File: src/hdl/ppqhs_ram.sv
module ppqhs_ram #(
   parameter int WIDTH = 8,
   parameter int DEPTH = 16
) (
   input  logic                     clock,
   input  logic                     wr_en,
   input  logic [$clog2(DEPTH)-1:0] wr_addr,
   input  logic [WIDTH-1:0]         wr_data,
   input  logic [$clog2(DEPTH)-1:0] rd_addr,
   output logic [WIDTH-1:0]         rd_data
);

   logic [WIDTH-1:0] mem [DEPTH];

   always_ff @(posedge clock) begin
      if (wr_en) begin
         mem[wr_addr] <= wr_data;
      end
      rd_data <= mem[rd_addr];
   end

endmodule

File: config.mk
export PLATFORM = sky130hd
export DESIGN_NAME = ppqhs_ram
export DESIGN_NICKNAME = d
export VERILOG_FILES = /design/src/hdl/ppqhs_ram.sv
export SDC_FILE = /design/constraint.sdc
export NUM_CORES = 1
export LEC_CHECK = 0
export BUFFER_PORTS_ARGS = -buffer_cell sky130_fd_sc_hd__clkbuf_2
export CORE_ASPECT_RATIO = 0.7
export CORE_MARGIN = 2
export CORE_UTILIZATION = 60
export DETAILED_ROUTE_END_ITERATION = 10
export PLACE_DENSITY = 0.83
export SETUP_SLACK_MARGIN = 0.4
export SLEW_MARGIN = 0
export SYNTH_ARGS = -nofsm -noshare
export SYNTH_HDL_FRONTEND = slang
export SYNTH_SLANG_ARGS = --single-unit
File: constraint.sdc
create_clock -name clock -period 1.8 [get_ports clock]
set_input_delay 0.18 -clock clock [delete_from_list [all_inputs] [get_ports clock]]
set_output_delay 0.18 -clock clock [all_outputs]
set_load 0.03 [all_outputs]
==> flow_summary.toml <==
[run_status]
status = "complete, no violations"

[final_layout]
final_cell_mix = "edfxtp_1 (128), clkbuf_2 (25), buf_4 (21)"
syn_to_final_growth_pct = 17.4
num_antenna_cells = 0
final_cells = 404
mostFrequentLayoutCell = "edfxtp_1"
drive_above_1_share = 0.314
nets = 304

[route]
wl_per_cell_um = 25.2
drtAntennaViolNets = 0
vias = 2546
drc = 0
drt-total-wl_um = 10200
drt_pass1_iterations = 5
drtIter0Drc = 229
viasPerCell = 6.30

[yosys]
async_reset_ff_frac = 0
synth_edf_count = 128
synth_nets = 247
synthAdderAreaFrac = 0
synthMuxAreaShare = 0.150
ys.flop_type = "edfxtp_1"
synth_top_area_frac = 0.747
netlist_area_um2 = 5150
synth_area_leaders = "edfxtp_1 (75%), mux4_2 (7.9%), mux4_1 (7.1%), dfxtp_1 (3.1%), a22oi_1 (2.3%)"
syn_inst = 229
yosys_warnings = 0
synth_xor_area_frac = 0
ys_types = 19
ys_seq_area_frac = 0.778
ys_ff_latch = 136
synth_compound_area_frac = 0.0233
synth_top_cell_by_area = "edfxtp_1"
avgSynthCellArea_um2 = 22.5
synth_top_family_by_area = "multiplexers"
synth-simple-area-share = 0.0318

[die]
io_pins = 26
die_x_um = 115
fp.dieH_um = 81.5
core_um2 = 8410
die_area_um2 = 9350
initial_core_util = 0.612
rows = 28

[global_route]
grt_pass1_wl_um = 15500
gr-max-usage-layer = "met2"
met3_usage = 0.0790
grt_pass1_vias = 2569
grtUsageTotal = 0.249
grt_start_max_net_pins = 33
met1_usage = 0.356
grtUsageMet2 = 0.376
overflow = 0
antenna_found_initial = 0

[power]
p_leak_nw = 2.08
p_seq_frac = 0.516
max-vdd-ir-drop_v = 0.00107
p_comb_frac = 0.056
clkPwrFrac = 0.428
p_sw_mw = 1.41
powerDensity_nw_per_um2 = 1140
p_int_mw = 5.51
swShare = 0.203

[worst_setup_path]
path_class = "register to register"
cp_max_fo = 1
critPathCaptureType = "register"
startpoint_type = "register"
cp_data_required_time_ns = 2.09
crit_arrival_ns = 1.65

[timing]
clock_skew_ns = 0.00384
fmax_mhz = 732
final-setup-viol-count = 0
final_max_slew_viol_count = 0
worst_hold_slack_ns = 0.224
hold_viol = 0
rsz0062_at_grt = "false"
max_slew.worst_pin.slew_ns = 0.763
period_needed_ns = 1.37
fin_setup_tns_ns = 0
fin_crit_sh = 0.759
max_slew_margin = 0.490

[placement]
hpwlAfterDp_um = 6350
gp_congestion = 0.807
dp_cells = 372
place.port_buffers = 25

[hold_path]
min_path_type = "primary input to register"

[flow_run]
drv_cap = 0

[cts]
cts_buffers = 17
clk-insertion-delay-late_ns = 0.41
path_clk_slew_ns = 0.05
htreeDepth = 4
clock_sinks = 136
tritoncts = "built"
root_buffer = "clkbuf_16"
cts_max_path_buffers = 2
-- stage by stage --
stage	util	power (mW)	worst slack [ns]	instance area [um^2]
2_1_floorplan	-	3.84	0.354	5150
3_3_place_gp	0.657	3.99	0.209	5520
3_5_place_dp	0.657	4.01	0.135	5520
4_1_cts	0.717	6.94	0.427	6030
5_1_grt	0.719	7.12	0.409	6040
6_report	0.719	6.91	0.434	6040
-- critical path: stages (launching register included) --
cell and delay (ns):
edfxtp_1 0.36, mux4_1 0.54, a22oi_1 0.26, nand2_1 0.09
-- final timing paths --
check | slack [ns] | end | start | cells after the start
max | 0.43 | rd_data[4]$_DFF_P_ | mem[10][4]$_DFFE_PP_ | 3
min | 0.22 | mem[7][0]$_DFFE_PP_ | wr_data[0] | 1
max reg2reg | 0.43 | rd_data[4]$_DFF_P_ | mem[10][4]$_DFFE_PP_ | 3
min reg2reg | 0.69 | rd_data[3]$_DFF_P_ | mem[8][3]$_DFFE_PP_ | 3
-- synth_stat cells (2+ instances only) --
cell,number
nand3b_1,2
edfxtp_1,128
nor3_1,4
mux4_1,14
mux4_2,18
a22oi_1,16
nor2_1,13
buf_6,3
dfxtp_1,8
nand2_1,9
nand2b_1,2
buf_2,3
clkdlybuf4s25_2,3
-- power by group through the flow --
stage	registers, mW	clock network [mW]	logic (mW)
2_1_floorplan	3.66	0	0.180
3_3_place_gp	3.63	0	0.366
3_5_place_dp	3.63	0	0.379
4_1_cts	3.57	2.99	0.384
5_1_grt	3.57	3.14	0.413
6_report	3.57	2.96	0.386
-- area by class of cell --
| type | count | area (um^2) |
|---|---|---|
| multi-input cells | 83 | 1080 |
| well taps | 105 | 131 |
| clock buffers | 27 | 483 |
| fillers | 488 | 2370 |
| clock inverters | 5 | 23.8 |
| flip-flops and latches | 136 | 4000 |
| repair buffers | 48 | 323 |
-- flip-flops by register name, summed over array words and instances, names as in the netlist --
signal,cells
rd_data,8
mem,128
-- cells by family after synthesis --
logic type,after synthesis
buf+inv,10
mux,32
flops,136
simple gates,35
compound gates,16
-- per-layer routing --
| metal | wire (um) | up-vias |
|---|---|---|
| li1 | - | 1088 |
| met1 | 4350 | 1295 |
| met2 | 4700 | 140 |
| met3 | 955 | 23 |
| met4 | 157 | 0 |
| met5 | 0 | - |
-- timing repair --
action,in CTS,in global routing
hold buffers,0,0
resized for setup,0,3
setup buffers,0,0
setup endpoints to repair,0,3
(Power assumes the default switching activity.)
