## config.mk

```make
export PLATFORM = sky130hd
export DESIGN_NAME = ppqhs_box
export DESIGN_NICKNAME = d
export VERILOG_FILES = /design/src/hdl/ppqhs_box.sv
export SDC_FILE = /design/constraint.sdc
export NUM_CORES = 1
export LEC_CHECK = 0
export ABC_AREA = 1
export ABC_CLOCK_PERIOD_IN_PS = 6300
export BUFFER_PORTS_ARGS = -buffer_cell sky130_fd_sc_hd__buf_2
export CORE_UTILIZATION = 48
export CTS_CLUSTER_SIZE = 25
export DETAILED_ROUTE_END_ITERATION = 8
export PLACE_DENSITY = 0.73
export SYNTH_ARGS = -nofsm -noshare
export SYNTH_HDL_FRONTEND = slang
export SYNTH_SLANG_ARGS = --single-unit
```

## constraint.sdc

```tcl
create_clock -name clock -period 6.3 [get_ports clock]
set_clock_uncertainty 0.1 [all_clocks]
set_input_delay 0.315 -clock clock [delete_from_list [all_inputs] [get_ports clock]]
set_output_delay 0.315 -clock clock [all_outputs]
set_load 0.1 [all_outputs]
```

## src/hdl/ppqhs_box.sv

```systemverilog
// Box-plot figures from the quartiles, minimum and maximum, registered once.
module ppqhs_box (
   input  logic                clock,
   input  logic signed [7:0]   q1,
   input  logic signed [7:0]   q3,
   input  logic signed [7:0]   mn,
   input  logic signed [7:0]   mx,
   output logic signed [8:0]   iqr_ff,
   output logic signed [9:0]   lw_ff,
   output logic signed [9:0]   rw_ff
);

   logic signed [8:0]  iqr;
   logic signed [10:0] t3;
   logic signed [10:0] t;
   logic signed [10:0] lo;
   logic signed [10:0] hi;

   always_comb begin
      iqr = 9'(q3) - 9'(q1);
      t3  = 11'(iqr) * 11'sd3;
      // Truncation toward zero.
      t   = (t3 < 0) ? -((-t3) >>> 1) : (t3 >>> 1);
      lo  = 11'(q1) - t;
      hi  = 11'(q3) + t;
   end

   always_ff @(posedge clock) begin
      iqr_ff <= iqr;
      lw_ff  <= (lo < 11'(mn)) ? 10'(mn) : lo[9:0];
      rw_ff  <= (hi > 11'(mx)) ? 10'(mx) : hi[9:0];
   end

endmodule

```

==> results of run 1 <==
## cell families (layout without fill, tap and decap cells)
kind of cell,count (synthesis),count (layout),share of synthesized area
compound gates,80,80,0.119
xor+xnor,31,31,0.0734
simple gates,247,249,0.317
buf+inv,88,191,0.0917
flops,29,29,0.157
fa+ha+maj,69,69,0.242
## flip-flops by register name, summed over array words and instances (netlist names)
register	cells
iqr_ff	9
lw_ff	10
rw_ff	10
## critical path: cells and delay by family
kind | cells | cell delay, ns
buffers and inverters | 5 | 0.48
adder cells (fa/ha/maj) | 6 | 1.85
AO/OA/AOI/OAI | 8 | 1.03
AND/OR/NAND/NOR | 20 | 2.07
XOR/XNOR | 2 | 0.34
## what timing repair did
action | 4_1_cts | 5_1_grt
setup buffers | 0 | 14
gates resized for setup | 1 | 72
pin swaps | 0 | 28
endpoints found under the setup margin | 8 | 20
gates cloned | 0 | 2
## synthesized netlist by cell type, drive strengths merged
master,instances,area (µm²)
a21boi,1,7.51
a21o,5,37.5
a21oi,36,188
a31oi,1,6.26
buf,1,11.3
clkbuf,2,7.51
clkinv,1,5.00
dfxtp,29,581
fa,4,80.1
ha,65,813
inv,84,315
nand2,151,644
nand3,44,248
nand3b,4,42.5
nand4,3,18.8
nor2,39,186
nor3,3,15.0
nor4,1,6.26
o2111ai,2,17.5
o21a,1,7.51
o21ai,33,169
o31ai,1,7.51
or2,2,12.5
xnor2,16,140
xor2,15,131
## metal layers
| layer | up-vias | GRT usage |
|---|---|---|
| met3 | 20 | 0.0321 |
| li1 | 1977 | - |
| met1 | 1764 | 0.260 |
| met5 | - | 0 |
| met4 | 0 | 0.0601 |
| met2 | 96 | 0.413 |
## area by class of cell
| type | instances | area [µm²] | share of cell area |
|---|---|---|---|
| Multi-Input combinational cell | 429 | 3110 | 0.642 |
| Timing Repair Buffer | 98 | 599 | 0.124 |
| Clock buffer | 7 | 96.3 | 0.0199 |
| Inverter | 85 | 330 | 0.0681 |
| Sequential cell | 29 | 581 | 0.120 |
| Tap cell | 99 | 124 | 0.0255 |
| Clock inverter | 1 | 5.00 | 0.00103 |
## metrics by stage
| step | utilization | cell area [µm²] | setup WS (ns) |
|---|---|---|---|
| 2_1_floorplan | - | 3700 | 0.0404 |
| 3_3_place_gp | 0.583 | 4290 | -0.101 |
| 3_5_place_dp | 0.583 | 4290 | -0.318 |
| 4_1_cts | 0.597 | 4400 | 0.0644 |
| 5_1_grt | 0.658 | 4850 | -0.136 |
| 6_report | 0.658 | 4850 | 0.283 |
## final timing paths
path / endpoint / slack, ns / cells past startpoint
setup / recovery: rw_ff[2] / 0.28 / 41
hold / removal: lw_ff[4] / 0.14 / 3
==> key figures, run 1 <==
Outcome
  • Status: complete, no violations

Synthesis
  • Mean post-synth cell area: 6.80 µm²
  • Yosys cell types: 36
  • Seq cells post-synth: 29
  • Area of the mapped netlist: 3700 µm²
  • Yosys warns: 0
  • Post-synthesis sequential area ratio: 0.157
  • Post-Syn Instances: 544
  • Syn nets: 646

Timing
  • Final Max Tran Viols: 0
  • Final-report hold violation count: 0
  • Setup TNS: 0 ns
  • Fmax: 166 MHz
  • Worst slew margin: 0.675
  • Period utilisation layout: 0.955
  • Setup violations, final: 0
  • Min Clock Period, post-route: 6.02 ns
  • Worst Tran Pin Value: 0.491 ns
  • Hold_ws: 0.141 ns

Setup path
  • Setup Crit Path Kind: in -> reg
  • Worst-path fanout max: 8
  • Setup crit start kind: input port
  • Critical path launch point: q3[0]
  • Slowest cell on the critical path: fa_1
  • CP dominant cell by count: nand2_1
  • CP max stage delay: 0.41 ns
  • Critical path data required time: 6.36 ns
  • Element type at the critical path end: register
  • Critical path arrival: 6.08 ns

Placement
  • # port buffers: 61
  • Dpl hpwl: 7490 µm
  • Placer congestion estimate: 0.878
  • Placed Cells incl. Taps: 724

Detailed routing
  • M1 wire length: 4180 µm
  • Drt pass-1 iters: 4
  • Via density: 5.16
  • Wire length on met3: 373 µm
  • Residual DRC: 0
  • Wire length on met2: 4900 µm
  • WL per Instance: 12.9 µm
  • Vias: 3857
  • Top layer reached by signal wires: met4
  • Post-DRT Antenna Nets: 0
  • Final WL: 9640 µm
  • DR iter-0 viols: 114

Layout
  • Nets: 750
  • Ant. Diodes: 0
  • Share of cells above drive strength 1: 0.328
  • Commonest non-fill, non-tap cells in the layout: nand2_1, inv_1, buf_2
  • Most common cell after layout, fill and taps aside: nand2_1
  • Area Overhead vs Synth: 31.1%
  • Non-Filler Instances: 748
  • Fill count: 616

Clock network
  • Clock Sink Count: 29
  • Max Root-Sink Buffers: 2
  • Root buffer cell: clkbuf_8
  • CTS tree: built
  • Hold-fix buffers, CTS: 0
  • Clock transition at path regs: 0.07 ns
  • Total CTS buffers: 5
  • H-tree depth: 2

Global routing
  • Largest net degree at the start of global routing: 18
  • GRT overflow: 0
  • Tot GR Track Use: 0.221
  • Antenna violations before repair: 0
  • First-pass GRT wire length: 14800 µm
  • Vias in the first global route: 3408

Worst hold path
  • Min-delay src: mn[4]
  • Hold WC Path Type: in -> reg

Die
  • Die Wd: 89.8 µm
  • Initial Utilization: 0.502
  • Core area: 7370 µm²
  • Die area: 8060 µm²
  • Row cnt: 31
  • Top-Level Pins: 62
  • Die Y: 89.8 µm

Flow run
  • Max_cap viols: 0
Power of run 1 is not shown: default switching activity piles up to over one toggle a cycle in this logic, so the estimate is an artifact.
==> inputs of run 2 (changes only) <==
--- a/config.mk
+++ b/config.mk
@@ -8,10 +8,10 @@
 export ABC_AREA = 1
 export ABC_CLOCK_PERIOD_IN_PS = 6300
 export BUFFER_PORTS_ARGS = -buffer_cell sky130_fd_sc_hd__buf_2
-export CORE_UTILIZATION = 48
+export CORE_UTILIZATION = 45
 export CTS_CLUSTER_SIZE = 25
 export DETAILED_ROUTE_END_ITERATION = 8
-export PLACE_DENSITY = 0.73
+export PLACE_DENSITY = 0.7
 export SYNTH_ARGS = -nofsm -noshare
 export SYNTH_HDL_FRONTEND = slang
 export SYNTH_SLANG_ARGS = --single-unit
==> run 2 against run 1 <==
Maximum frequency fell by 0.52%; highest routed layer unchanged; core utilization is 4.4 points lower; worst setup slack got worse by 0.031 ns.
==> key figures, run 2 (synthesis results as in run 1) <==
Outcome
  • Status: complete, no violations

Clock network
  • Max Root-Sink Buffers: 2 (unchanged)
  • Total CTS buffers: 5 (unchanged)
  • CTS tree: built
  • Clock transition at path regs: 0.07 ns (about the same)
  • H-tree depth: 2 (unchanged)
  • Clock Sink Count: 29 (unchanged)
  • Root buffer cell: clkbuf_8

Global routing
  • GRT busiest layer: met2
  • GRT overflow: 0 (unchanged)
  • Tot GR Track Use: 0.216 (-0.00481)
  • Vias in the first global route: 3454 (+1.3%)
  • First-pass GRT wire length: 15000 µm (+0.98%)
  • Largest net degree at the start of global routing: 18 (unchanged)
  • Met2 usage: 0.391 (-0.0221)
  • GR Util met3: 0.0296 (-0.00259)
  • Met1 Use GR: 0.259 (-0.000822)
  • Antenna violations before repair: 0 (unchanged)

Timing
  • Setup violations, final: 0 (unchanged)
  • Fin worst setup slack: 0.252 ns (-0.0313 ns)
  • Final Max Tran Viols: 0 (unchanged)
  • Worst slew margin: 0.674 (-0.00144)
  • Final-report hold violation count: 0 (unchanged)
  • Fmax: 165 MHz (-0.52%)
  • Min Clock Period, post-route: 6.05 ns (+0.0313 ns)
  • Hold_ws: 0.153 ns (+0.0119 ns)
  • Period utilisation layout: 0.960 (+0.00496)
  • Setup TNS: 0 ns (unchanged)
  • Worst Tran Pin Value: 0.493 ns (+0.00217 ns)

Detailed routing
  • Residual DRC: 0 (unchanged)
  • WL per Instance: 12.8 µm (-0.84%)
  • Final WL: 9530 µm (-1.2%)
  • Drt pass-1 iters: 4 (unchanged)
  • Vias: 3765 (-2.4%)
  • DR iter-0 viols: 120 (+5.3%)
  • Post-DRT Antenna Nets: 0 (unchanged)
  • Via density: 5.05 (-2.0%)

Die
  • Die Y: 92.7 µm (+3.2%)
  • Core area: 7850 µm² (+6.5%)
  • Die Wd: 92.7 µm (+3.2%)
  • Die area: 8590 µm² (+6.5%)
  • Top-Level Pins: 62 (unchanged)
  • Initial Utilization: 0.471 (-0.0306)
  • Row cnt: 32 (+3.2%)

Placement
  • Placer congestion estimate: 0.862 (-1.8%)
  • Pre-CTS setup slack: -0.170 ns (+0.148 ns)
  • Dpl hpwl: 7450 µm (-0.61%)
  • Placed Area: 4310 µm² (+0.44%)
  • # port buffers: 61 (unchanged)

Setup path
  • Critical path arrival: 6.12 ns (+0.04 ns)
  • Critical path launch point: q3[0]
  • CP dominant cell by count: nand2_1
  • Setup Crit Path Kind: in -> reg
  • CP max stage delay: 0.40 ns (about the same)
  • Element type at the critical path end: register
  • Critical path data required time: 6.37 ns (about the same)
  • Slowest cell on the critical path: fa_1
  • Setup crit start kind: input port
  • Worst-path fanout max: 5 (-3)

Layout
  • Biggest regs: lw_ff (10), rw_ff (10), iqr_ff (9)
  • Commonest non-fill, non-tap cells in the layout: nand2_1, inv_1, buf_2
  • Area Overhead vs Synth: 30.3%
  • Post-route cell area: 4820 µm² (-0.59%)
  • Share of cells above drive strength 1: 0.327 (-0.00160)
  • Most common cell after layout, fill and taps aside: nand2_1
  • Ant. Diodes: 0 (unchanged)
  • Nets: 744 (-0.80%)

Flow run
  • Max_cap viols: 0 (unchanged)

Worst hold path
  • Hold Crit Depth: 3 (unchanged)
  • Worst Hold End: lw_ff[4]
  • Hold WC Path Type: in -> reg
  • Min-delay src: mn[4]
[run 2: final cells by class]
cell class | count | area [µm²]
fillers | 729 | 3030
well taps | 102 | 128
clock inverters | 1 | 5.00
clock buffers | 7 | 96.3
inverters | 85 | 328
multi-input cells | 427 | 3100
flip-flops and latches | 29 | 581
repair buffers | 94 | 581
[run 2: per-layer routing]
metal,routed length (µm),vias to the layer above,part of all wire
met5,0,-,0
met3,309,18,0.032
met4,244,0,0.026
met2,4730,82,0.50
met1,4240,1708,0.45
li1,-,1957,-
[run 2: per-stage QoR]
| step | utilization | instances |
|---|---|---|
| finish | 0.614 | 745 |
| global route | 0.614 | 745 |
| CTS | 0.563 | 737 |
| detailed placement | 0.550 | 729 |
| global placement | 0.550 | 729 |
| floorplan | - | 544 |
[run 2: repair_timing]
action,CTS,global route
resized for setup,0,87
hold buffers,0,0
setup buffers,0,6
endpoints found under the setup margin,0,20
[run 2: how the worst max path moves through the flow]
stage / endpoint
floorplan: rw_ff[7]
global placement: rw_ff[0]
detailed placement: rw_ff[3]
CTS: rw_ff[3]
global route: rw_ff[6]
finish: rw_ff[1]
[run 2: worst max-delay path: cells and delay by family]
| kind | cells | cell delay (ns) |
|---|---|---|
| AND/OR/NAND/NOR | 15 | 1.24 |
| XOR/XNOR | 3 | 0.64 |
| buffers and inverters | 8 | 0.87 |
| adder cells (fa/ha/maj) | 6 | 1.74 |
| AO/OA/AOI/OAI | 8 | 1.30 |
Power of run 2 is left out for the same reason.
